===== config.mk =====
export PLATFORM = sky130hd
export DESIGN_NAME = sexpr_tokenizer_flat
export DESIGN_NICKNAME = d
export VERILOG_FILES = /design/src/rtl/sxt_pkg.sv /design/src/rtl/sxt_if.sv /design/src/rtl/sxt_front.sv /design/src/rtl/sxt_fifo.sv /design/src/rtl/sxt_back.sv /design/src/rtl/sexpr_tokenizer.sv /design/src/flat_wrapper.sv
export SDC_FILE = /design/constraint.sdc
export NUM_CORES = 1
export LEC_CHECK = 0
export BUFFER_PORTS_ARGS = -buffer_cell sky130_fd_sc_hd__buf_4
export CAP_MARGIN = 20
export CORE_MARGIN = 2
export CORE_UTILIZATION = 45
export DETAILED_ROUTE_END_ITERATION = 8
export PLACE_DENSITY_LB_ADDON = 0.2
export SKIP_LAST_GASP = 1
export SLEW_MARGIN = 5
export SYNTH_ARGS = -nofsm -noshare
export SYNTH_HDL_FRONTEND = slang
export SYNTH_SLANG_ARGS = --single-unit

===== constraint.sdc =====
create_clock -name clk -period 25.2 [get_ports clk]
set_input_delay 3.78 -clock clk [delete_from_list [all_inputs] [get_ports clk]]
set_output_delay 3.78 -clock clk [all_outputs]
set_load 0.05 [all_outputs]

===== src/rtl/sxt_pkg.sv =====
// Shared types, codes and character constants of the S-expression tokenizer.
package sxt_pkg;

    // Token kinds carried on the output word
    typedef enum logic [2:0] {
        KIND_OPEN  = 3'd0,
        KIND_CLOSE = 3'd1,
        KIND_SYM   = 3'd2,
        KIND_STR   = 3'd3,
        KIND_NUM   = 3'd4,
        KIND_ERR   = 3'd5,
        KIND_DONE  = 3'd6
    } tok_kind_t;

    // Error codes
    typedef enum logic [2:0] {
        ERR_NONE     = 3'd0,
        ERR_EXP_OPEN = 3'd1,
        ERR_BAD_START = 3'd2,
        ERR_BAD_SYM  = 3'd3,
        ERR_BAD_NUM  = 3'd4,
        ERR_CUT_OFF  = 3'd5
    } err_code_t;

    // Lexer modes
    typedef enum logic [6:0] {
        MODE_WAIT = 7'b0000001,
        MODE_IDLE = 7'b0000010,
        MODE_SYM  = 7'b0000100,
        MODE_NUM  = 7'b0001000,
        MODE_STR  = 7'b0010000,
        MODE_ESC  = 7'b0100000,
        MODE_HALT = 7'b1000000
    } lex_mode_t;

    // Characters of the syntax
    localparam logic [7:0] CH_OPEN   = 8'h28;
    localparam logic [7:0] CH_CLOSE  = 8'h29;
    localparam logic [7:0] CH_BSLASH = 8'h5C;
    localparam logic [7:0] CH_QUOTE  = 8'h22;
    localparam logic [7:0] CH_DASH   = 8'h2D;
    localparam logic [7:0] CH_UNDER  = 8'h5F;
    localparam logic [7:0] CH_DOT    = 8'h2E;

    // Token queue between lexer and serializer
    localparam int QUEUE_DEPTH = 4;
    localparam int QPTR_W      = $clog2(QUEUE_DEPTH);

    // One token word
    typedef struct packed {
        tok_kind_t   kind;
        logic [15:0] start;
        logic [15:0] length;
        err_code_t   err;
        logic [7:0]  bad_byte;
    } tok_rec_t;

    // All token words caused by one input byte
    typedef struct packed {
        tok_rec_t [2:0] recs;
        logic [1:0]     cnt;
    } tok_bundle_t;

    // Queue status seen by both sides
    typedef struct packed {
        logic full;
        logic empty;
    } q_stat_t;

    function automatic tok_rec_t mk_rec(input tok_kind_t k, input logic [15:0] s,
                                        input logic [15:0] l, input err_code_t e,
                                        input logic [7:0] b);
        tok_rec_t r;
        r.kind     = k;
        r.start    = s;
        r.length   = l;
        r.err      = e;
        r.bad_byte = b;
        return r;
    endfunction

endpackage


===== src/rtl/sxt_if.sv =====
// Handshake channels of the tokenizer: input bytes and output tokens.
interface sxt_byte_if;
    logic       valid;
    logic       ready;
    logic [7:0] in_byte;
    logic       end_of_buffer;

    modport source (output valid, in_byte, end_of_buffer, input ready);
    modport sink   (input valid, in_byte, end_of_buffer, output ready);
endinterface

interface sxt_token_if;
    logic        valid;
    logic        ready;
    logic [2:0]  token_kind;
    logic [15:0] token_start;
    logic [15:0] token_length;
    logic [2:0]  error_code;
    logic [7:0]  offending_byte;
    logic        last;

    modport source (output valid, token_kind, token_start, token_length, error_code,
                    offending_byte, last, input ready);
    modport sink   (input valid, token_kind, token_start, token_length, error_code,
                    offending_byte, last, output ready);
endinterface


===== src/rtl/sxt_front.sv =====
// Lexer front end: classifies each byte, advances the lexer mode and builds token words.
module sxt_front #(
    parameter int POS_WIDTH = 16
) (
    input  logic                clk,
    input  logic                rst_n,
    sxt_byte_if.sink            text,
    output logic                q_push,
    output sxt_pkg::tok_bundle_t push_data,
    input  sxt_pkg::q_stat_t    q_stat
);
    import sxt_pkg::*;

    lex_mode_t              mode_reg, mode_next, mode_mid;
    logic [POS_WIDTH-1:0]   pos_reg, pos_next;
    logic [POS_WIDTH-1:0]   astart_reg, astart_next, astart_mid;
    logic [POS_WIDTH-1:0]   alen_reg, alen_next, alen_mid;
    logic [POS_WIDTH-1:0]   alen_inc, pos_inc, total;
    logic [7:0]             b;
    logic                   fire;
    logic                   is_ws, is_lower, is_digit, sym_ok, num_ok;
    tok_bundle_t            bundle;
    tok_kind_t              atom_kind;
    logic [1:0]             nrec;

    // Keep the low 16 bits of a position, zero-extending narrow ones
    function automatic logic [15:0] lo16(input logic [POS_WIDTH-1:0] v);
        logic [POS_WIDTH+15:0] w;
        w = {16'b0, v};
        return w[15:0];
    endfunction

    assign b          = text.in_byte;
    assign text.ready = !q_stat.full;
    assign fire       = text.valid && text.ready;

    // Classify the byte
    always_comb
    begin
        is_ws    = b inside {8'h20, [8'h09:8'h0D]};
        is_lower = b inside {[8'h61:8'h7A]};
        is_digit = b inside {[8'h30:8'h39]};
        sym_ok   = is_lower || is_digit || b == CH_DASH || b == CH_UNDER;
        num_ok   = is_digit || b == CH_DOT;
    end

    assign alen_inc  = (alen_reg == '1) ? alen_reg : alen_reg + 1'b1;
    assign pos_inc   = pos_reg + 1'b1;
    assign total     = (pos_reg == '1) ? pos_reg : pos_inc;
    assign atom_kind = (mode_reg == MODE_SYM) ? KIND_SYM : KIND_NUM;

    // Step the lexer and collect the token words of this byte
    always_comb
    begin
        bundle     = '0;
        nrec       = 2'd0;
        mode_mid   = mode_reg;
        astart_mid = astart_reg;
        alen_mid   = alen_reg;
        case (mode_reg)
            MODE_WAIT:
            begin
                if (!is_ws)
                begin
                    if (b == CH_OPEN)
                    begin
                        bundle.recs[0] = mk_rec(KIND_OPEN, lo16(pos_reg), 16'd0, ERR_NONE, 8'd0);
                        mode_mid = MODE_IDLE;
                    end
                    else
                    begin
                        bundle.recs[0] = mk_rec(KIND_ERR, lo16(pos_reg), 16'd0, ERR_EXP_OPEN, b);
                        mode_mid = MODE_HALT;
                    end
                    nrec = 2'd1;
                end
            end
            MODE_IDLE:
            begin
                if (!is_ws)
                begin
                    if (b == CH_OPEN)
                    begin
                        bundle.recs[0] = mk_rec(KIND_OPEN, lo16(pos_reg), 16'd0, ERR_NONE, 8'd0);
                        nrec = 2'd1;
                    end
                    else if (b == CH_CLOSE)
                    begin
                        bundle.recs[0] = mk_rec(KIND_CLOSE, lo16(pos_reg), 16'd0, ERR_NONE, 8'd0);
                        nrec = 2'd1;
                    end
                    else if (is_lower)
                    begin
                        mode_mid   = MODE_SYM;
                        astart_mid = pos_reg;
                        alen_mid   = POS_WIDTH'(1);
                    end
                    else if (b == CH_QUOTE)
                    begin
                        mode_mid   = MODE_STR;
                        astart_mid = pos_inc;
                        alen_mid   = '0;
                    end
                    else if (is_digit || b == CH_DASH)
                    begin
                        mode_mid   = MODE_NUM;
                        astart_mid = pos_reg;
                        alen_mid   = POS_WIDTH'(1);
                    end
                    else
                    begin
                        bundle.recs[0] = mk_rec(KIND_ERR, lo16(pos_reg), 16'd0, ERR_BAD_START, b);
                        nrec     = 2'd1;
                        mode_mid = MODE_HALT;
                    end
                end
            end
            MODE_SYM, MODE_NUM:
            begin
                if (is_ws || b == CH_CLOSE)
                begin
                    bundle.recs[0] = mk_rec(atom_kind, lo16(astart_reg), lo16(alen_reg),
                                            ERR_NONE, 8'd0);
                    nrec     = 2'd1;
                    mode_mid = MODE_IDLE;
                    if (b == CH_CLOSE)
                    begin
                        bundle.recs[1] = mk_rec(KIND_CLOSE, lo16(pos_reg), 16'd0, ERR_NONE, 8'd0);
                        nrec = 2'd2;
                    end
                end
                else if ((mode_reg == MODE_SYM) ? sym_ok : num_ok)
                begin
                    alen_mid = alen_inc;
                end
                else
                begin
                    bundle.recs[0] = mk_rec(KIND_ERR, lo16(pos_reg), 16'd0,
                                            (mode_reg == MODE_SYM) ? ERR_BAD_SYM : ERR_BAD_NUM, b);
                    nrec     = 2'd1;
                    mode_mid = MODE_HALT;
                end
            end
            MODE_STR:
            begin
                if (b == CH_QUOTE)
                begin
                    bundle.recs[0] = mk_rec(KIND_STR, lo16(astart_reg), lo16(alen_reg),
                                            ERR_NONE, 8'd0);
                    nrec     = 2'd1;
                    mode_mid = MODE_IDLE;
                end
                else
                begin
                    alen_mid = alen_inc;
                    if (b == CH_BSLASH)
                    begin
                        mode_mid = MODE_ESC;
                    end
                end
            end
            MODE_ESC:
            begin
                alen_mid = alen_inc;
                mode_mid = MODE_STR;
            end
            default:
            begin
                mode_mid = MODE_HALT;
            end
        endcase

        // Close the buffer on its final byte
        if (text.end_of_buffer)
        begin
            if (mode_mid == MODE_SYM || mode_mid == MODE_NUM ||
                mode_mid == MODE_STR || mode_mid == MODE_ESC)
            begin
                bundle.recs[nrec] = mk_rec(KIND_ERR, lo16(astart_mid), lo16(alen_mid),
                                           ERR_CUT_OFF, 8'd0);
                nrec = nrec + 2'd1;
            end
            else if (mode_mid != MODE_HALT)
            begin
                bundle.recs[nrec] = mk_rec(KIND_DONE, 16'd0, lo16(total), ERR_NONE, 8'd0);
                nrec = nrec + 2'd1;
            end
        end
        bundle.cnt = nrec;
    end

    assign q_push    = fire && (nrec != 2'd0);
    assign push_data = bundle;

    // Advance lexer state; start over after the final byte
    always_comb
    begin
        mode_next   = mode_reg;
        pos_next    = pos_reg;
        astart_next = astart_reg;
        alen_next   = alen_reg;
        if (fire)
        begin
            if (text.end_of_buffer)
            begin
                mode_next   = MODE_WAIT;
                pos_next    = '0;
                astart_next = '0;
                alen_next   = '0;
            end
            else
            begin
                mode_next   = mode_mid;
                pos_next    = pos_inc;
                astart_next = astart_mid;
                alen_next   = alen_mid;
            end
        end
    end

    always_ff @(posedge clk or negedge rst_n)
    begin
        if (!rst_n)
        begin
            mode_reg   <= MODE_WAIT;
            pos_reg    <= '0;
            astart_reg <= '0;
            alen_reg   <= '0;
        end
        else
        begin
            mode_reg   <= mode_next;
            pos_reg    <= pos_next;
            astart_reg <= astart_next;
            alen_reg   <= alen_next;
        end
    end

endmodule


===== src/rtl/sxt_fifo.sv =====
// Short queue of token groups between the lexer and the output serializer.
module sxt_fifo (
    input  logic                 clk,
    input  logic                 rst_n,
    input  logic                 push,
    input  sxt_pkg::tok_bundle_t push_data,
    input  logic                 pop,
    output sxt_pkg::tok_bundle_t head,
    output sxt_pkg::q_stat_t     stat
);
    import sxt_pkg::*;

    tok_bundle_t         entry_reg [QUEUE_DEPTH];
    logic [QPTR_W-1:0]   wr_ptr_reg, wr_ptr_next;
    logic [QPTR_W-1:0]   rd_ptr_reg, rd_ptr_next;
    logic [QPTR_W:0]     count_reg, count_next;

    assign stat.full  = (count_reg == (QPTR_W+1)'(QUEUE_DEPTH));
    assign stat.empty = (count_reg == '0);
    assign head       = entry_reg[rd_ptr_reg];

    // Move pointers and fill count
    always_comb
    begin
        wr_ptr_next = wr_ptr_reg;
        rd_ptr_next = rd_ptr_reg;
        count_next  = count_reg;
        if (push)
        begin
            wr_ptr_next = wr_ptr_reg + 1'b1;
        end
        if (pop)
        begin
            rd_ptr_next = rd_ptr_reg + 1'b1;
        end
        if (push && !pop)
        begin
            count_next = count_reg + 1'b1;
        end
        else if (pop && !push)
        begin
            count_next = count_reg - 1'b1;
        end
    end

    always_ff @(posedge clk or negedge rst_n)
    begin
        if (!rst_n)
        begin
            wr_ptr_reg <= '0;
            rd_ptr_reg <= '0;
            count_reg  <= '0;
        end
        else
        begin
            wr_ptr_reg <= wr_ptr_next;
            rd_ptr_reg <= rd_ptr_next;
            count_reg  <= count_next;
        end
    end

    // Store the pushed group
    always_ff @(posedge clk)
    begin
        if (push)
        begin
            entry_reg[wr_ptr_reg] <= push_data;
        end
    end

endmodule


===== src/rtl/sxt_back.sv =====
// Serializer: holds one token group and sends one word per cycle unless stalled.
module sxt_back (
    input  logic                 clk,
    input  logic                 rst_n,
    input  sxt_pkg::tok_bundle_t head,
    input  sxt_pkg::q_stat_t     q_stat,
    output logic                 pop,
    sxt_token_if.source          tokens
);
    import sxt_pkg::*;

    tok_bundle_t hold_reg;
    logic        hold_valid_reg, hold_valid_next;
    logic [1:0]  idx_reg, idx_next;
    tok_rec_t    cur;
    logic        is_last, take, load;

    assign cur     = hold_reg.recs[idx_reg];
    assign is_last = (idx_reg == hold_reg.cnt - 2'd1);
    assign take    = hold_valid_reg && tokens.ready;
    assign load    = !q_stat.empty && (!hold_valid_reg || (take && is_last));
    assign pop     = load;

    // Drive the output word from the held group
    assign tokens.valid          = hold_valid_reg;
    assign tokens.token_kind     = cur.kind;
    assign tokens.token_start    = cur.start;
    assign tokens.token_length   = cur.length;
    assign tokens.error_code     = cur.err;
    assign tokens.offending_byte = cur.bad_byte;
    assign tokens.last           = is_last;

    // Advance through the group, load the next one when the last word leaves
    always_comb
    begin
        hold_valid_next = hold_valid_reg;
        idx_next        = idx_reg;
        if (load)
        begin
            hold_valid_next = 1'b1;
            idx_next        = 2'd0;
        end
        else if (take && is_last)
        begin
            hold_valid_next = 1'b0;
            idx_next        = 2'd0;
        end
        else if (take)
        begin
            idx_next = idx_reg + 2'd1;
        end
    end

    always_ff @(posedge clk or negedge rst_n)
    begin
        if (!rst_n)
        begin
            hold_valid_reg <= 1'b0;
            idx_reg        <= 2'd0;
        end
        else
        begin
            hold_valid_reg <= hold_valid_next;
            idx_reg        <= idx_next;
        end
    end

    always_ff @(posedge clk)
    begin
        if (load)
        begin
            hold_reg <= head;
        end
    end

endmodule


===== src/rtl/sexpr_tokenizer.sv =====
// Top level of the streaming S-expression tokenizer.
//
// The block takes one text byte per cycle on the text channel and returns token words
// (open, close, symbol, string, number, error, done) on the tokens channel, with start
// offset and length. The lexer front end accepts a byte every cycle as long as its
// four-entry token queue has room; one byte causes zero to three token words, and the
// output serializer sends one word per cycle unless stalled, so the sustained rate is one
// byte per cycle while bytes yield at most one word each, and the output port sets the pace
// when they yield more. A token passes the token queue and the serializer's hold register
// before it is output. The last flag marks the final word caused by one byte. Positions are
// POS_WIDTH bits wide internally and wrap; lengths saturate; outputs carry the low 16 bits.
module sexpr_tokenizer #(
    parameter int POS_WIDTH = 16
) (
    input  logic         clk,
    input  logic         rst_n,
    sxt_byte_if.sink     text,
    sxt_token_if.source  tokens
);
    import sxt_pkg::*;

    logic        q_push;
    logic        q_pop;
    tok_bundle_t push_data;
    tok_bundle_t q_head;
    q_stat_t     q_stat;

    sxt_front #(
        .POS_WIDTH (POS_WIDTH)
    ) u_front (
        .clk       (clk),
        .rst_n     (rst_n),
        .text      (text),
        .q_push    (q_push),
        .push_data (push_data),
        .q_stat    (q_stat)
    );

    sxt_fifo u_fifo (
        .clk       (clk),
        .rst_n     (rst_n),
        .push      (q_push),
        .push_data (push_data),
        .pop       (q_pop),
        .head      (q_head),
        .stat      (q_stat)
    );

    sxt_back u_back (
        .clk    (clk),
        .rst_n  (rst_n),
        .head   (q_head),
        .q_stat (q_stat),
        .pop    (q_pop),
        .tokens (tokens)
    );

endmodule


===== src/flat_wrapper.sv =====
// flat-port wrapper written by rule: the top's interface ports become plain ports
module sexpr_tokenizer_flat import sxt_pkg::*;
#(
    parameter int POS_WIDTH = 16
)
  (clk, rst_n, text_valid, text_in_byte, text_end_of_buffer, text_ready, tokens_valid, tokens_token_kind, tokens_token_start, tokens_token_length, tokens_error_code, tokens_offending_byte, tokens_last, tokens_ready);
  sxt_byte_if text_i ();
  sxt_token_if tokens_i ();
  input  logic clk;
  input  logic rst_n;
  input wire logic [$bits(text_i.valid)-1:0] text_valid;
  input wire logic [$bits(text_i.in_byte)-1:0] text_in_byte;
  input wire logic [$bits(text_i.end_of_buffer)-1:0] text_end_of_buffer;
  output wire logic [$bits(text_i.ready)-1:0] text_ready;
  output wire logic [$bits(tokens_i.valid)-1:0] tokens_valid;
  output wire logic [$bits(tokens_i.token_kind)-1:0] tokens_token_kind;
  output wire logic [$bits(tokens_i.token_start)-1:0] tokens_token_start;
  output wire logic [$bits(tokens_i.token_length)-1:0] tokens_token_length;
  output wire logic [$bits(tokens_i.error_code)-1:0] tokens_error_code;
  output wire logic [$bits(tokens_i.offending_byte)-1:0] tokens_offending_byte;
  output wire logic [$bits(tokens_i.last)-1:0] tokens_last;
  input wire logic [$bits(tokens_i.ready)-1:0] tokens_ready;
  assign text_i.valid = text_valid;
  assign text_i.in_byte = text_in_byte;
  assign text_i.end_of_buffer = text_end_of_buffer;
  assign text_ready = text_i.ready;
  assign tokens_valid = tokens_i.valid;
  assign tokens_token_kind = tokens_i.token_kind;
  assign tokens_token_start = tokens_i.token_start;
  assign tokens_token_length = tokens_i.token_length;
  assign tokens_error_code = tokens_i.error_code;
  assign tokens_offending_byte = tokens_i.offending_byte;
  assign tokens_last = tokens_i.last;
  assign tokens_i.ready = tokens_ready;
  sexpr_tokenizer #(.POS_WIDTH(POS_WIDTH)) u_core (.clk(clk), .rst_n(rst_n), .text(text_i), .tokens(tokens_i));
endmodule

==> impl_metrics.yaml <==
worst_setup_path:
  crit_type: "input port to flop"
  worstSetupStartpointType: "input port"
  cp_max_fo: 12
  required_ns: 25.53
  worstPathArrival_ns: 8.72
  rrSetupSlack_ns: 20.09
  crit_path_end_kind: "flop"
floorplan:
  die_x_microns: 253.3
  die_y_microns: 253.3
  fp.dieArea_sq_um: 64160
  core-area_sq_um: 61600
  rows: 91
  start_util_pct: 45.41
  io_pins: 62
finish:
  drive_above_1_share_pct: 18.86
  final_nets: 1873
  largest_reg_flops: 476
  areaGrowthSynthToFinish_pct: 12.83
  final_common_cell: "edfxtp_1"
  diodes: 0
  final_cell_mix: "edfxtp_1 (595), nand2_1 (176), o21ai_0 (140), mux4_2 (119), buf_4 (92)"
synthesis:
  yosysUniqueCellTypes: 88
  ys_seq_area_share_pct: 69.70
  synth_area_sq_um: 27970
  async_flop_share_pct: 9.848
  ys.flop_type: "edfxtp_1"
  synth_edf_count: 595
  synth_cells: 1803
  ys_warn_count: 0
  ys_ff_latch: 660
  avgSynthCellArea_sq_um: 15.51
  synth.net_count: 1827
detailed_routing:
  via_count: 16086
  drcViolationCount: 0
  drt-pass1-iter-count: 5
  drt-initial-drc-count: 1524
  post_drt_via_cell_ratio: 5.871
  avgRoutedWirePerCell_microns: 25.03
  finalWirelength_microns: 68580
  final_antenna_net_count: 0
placement:
  port_buffers: 61
  gp_congestion: 0.9070
  hpwl_microns: 42230
global_routing:
  grt_pass1_wl_microns: 103700
  grt_antenna_before_repair: 1
  grt_pass1_vias: 16275
  grt_max_degree: 72
  gr-usage-all-layers_pct: 21.85
  grt_overflow_total: 0
power:
  power.density_nw_per_um2: 109.7
  ir_drop_mv: 0.06024
  leakage_nw: 10.39
clock_network:
  tritoncts: "done"
  numCtsBuffers: 69
  cts_resized: 0
  post_cts_buffers: 0
  holdBufCountCts: 0
  insertion_delay_ns: 0.61
  clk_path_buf_depth: 3
  clk_pin_slew_ns: 0.06
  htreeDepth: 3
  cts_sinks: 660
  clockRootBuffer: "clkbuf_16"
sta:
  fmaxAchievable_ghz: 0.1193
  rsz0062_at_grt: "false"
  period_minus_slack_ns: 8.382
  finalClockSkew_ns: 0.02400
  drv_slew: 0
  worstMarginPinSlew_ns: 1.076
  setup-tns-final_ns: 0
  relSlewSlack_pct: 28.13
  post-route-period-util_pct: 33.26
  hold_viol_final: 0
  setup_violations: 0
  hold_slack_ns: 0.4951
flow_run:
  drv_cap: 0
status:
  status: "completed"
min_path:
  worst_hold_path_type: "flop to flop"
## path summary, 6_finish.rpt
| check | start | end | cells past startpoint |
|---|---|---|---|
| max in group asynchronous | rst_n | u_core.u_fifo.rd_ptr_reg[0] | 2 |
| max | text_in_byte[4] | u_core.u_fifo.entry_reg[1][17] | 14 |
| min | u_core.u_fifo.count_reg[2] | u_core.u_fifo.count_reg[2] | 1 |
| min reg2reg | u_core.u_fifo.count_reg[2] | u_core.u_fifo.count_reg[2] | 1 |
| min in group asynchronous | rst_n | u_core.u_front.alen_reg[5] | 1 |
| max reg2reg | u_core.u_front.mode_reg[6] | u_core.u_fifo.entry_reg[0][82] | 11 |
## power by group
part / leakage [nW] / internal (mW) / switching (mW)
clock network: 1.10 / 0.588 / 0.419
logic: 2.93 / 0.344 / 0.608
registers: 6.36 / 1.42 / 0.0874
## stage by stage
step                      utilization (%)  setup WS (ns)  cell area, sq um  cells  power [mW]
after floorplan                         -          13.87             27970   1803       2.193
final                               51.23          16.82             31560   2740       3.463
after CTS                           51.19          16.87             31530   2739       3.504
after global placement              47.58          16.33             29310   2614       2.487
after detailed placement            47.58          16.22             29310   2614       2.499
after global routing                51.23          16.49             31560   2740       3.610
## critical path: stages
cell	delay, ns
buf_4	0.14
or3_1	0.58
or4_4	0.61
nand4_1	0.18
o21ai_0	0.12
and2_1	0.21
a221oi_2	0.36
ha_1	0.57
inv_1	0.14
nor2_1	0.29
o21ai_0	0.18
a2111oi_2	0.85
nor2_1	0.18
a221oi_1	0.50
## routing by layer
metal	up-vias	routed length (microns)	GRT usage, %
met2	511	33120	35.73
li1	7164	-	-
met5	-	13	0
met4	2	1923	6.644
met1	8277	29880	30.29
met3	132	3649	3.475
## synth_stat cells (3+ instances only)
| cell | instances | area, sq um |
|---|---|---|
| a211o_1 | 3 | 26.28 |
| a21boi_0 | 5 | 37.54 |
| a21o_1 | 9 | 67.56 |
| a21oi_1 | 71 | 355.3 |
| a221oi_1 | 8 | 70.07 |
| a22o_1 | 6 | 52.55 |
| a22oi_1 | 6 | 45.04 |
| a31oi_1 | 5 | 31.28 |
| and2_1 | 31 | 193.9 |
| and3_1 | 14 | 87.58 |
| buf_1 | 20 | 75.07 |
| buf_2 | 15 | 75.07 |
| clkbuf_1 | 81 | 304.0 |
| dfrtp_1 | 64 | 1602 |
| edfxtp_1 | 595 | 17870 |
| ha_1 | 10 | 125.1 |
| inv_1 | 24 | 90.09 |
| mux2_2 | 3 | 33.78 |
| mux2i_1 | 43 | 430.4 |
| mux4_2 | 119 | 2680 |
| nand2_1 | 178 | 668.1 |
| nand2b_1 | 8 | 50.05 |
| nand3_1 | 29 | 145.1 |
| nand3b_1 | 3 | 22.52 |
| nand4_1 | 13 | 81.33 |
| nand4b_1 | 4 | 35.03 |
| nor2_1 | 76 | 285.3 |
| nor2b_1 | 26 | 162.7 |
| nor3_1 | 17 | 85.08 |
| nor3_2 | 5 | 50.05 |
| nor3b_1 | 4 | 30.03 |
| nor4_1 | 3 | 18.77 |
| o21ai_0 | 140 | 700.7 |
| o221ai_1 | 3 | 26.28 |
| o22ai_1 | 58 | 362.9 |
| o31ai_1 | 3 | 22.52 |
| or2_2 | 6 | 37.54 |
| or3_1 | 5 | 31.28 |
| or4_1 | 4 | 30.03 |
| xnor2_1 | 16 | 140.1 |
| xor2_1 | 12 | 105.1 |
## cells by family after synthesis
logic type / Yosys count / synth area share, %
xor gates and xnor gates: 28 / 0.8768
DFF: 660 / 69.70
muxes: 166 / 11.28
adders and majority gates: 11 / 0.5189
AOI/OAI and AO/OA: 358 / 8.034
buffers and inverters: 142 / 1.991
and+or+nand+nor: 438 / 7.596
## cell type report
cell class	instances	area, sq um
inverter	24	90.09
fill	5065	30040
clock buffer	92	1916
sequential	660	19510
timing repair buffer	93	718.2
tap	837	1047
multi-input combinational	1001	7973
clock inverter	33	307.8
(Power assumes the default switching activity.)
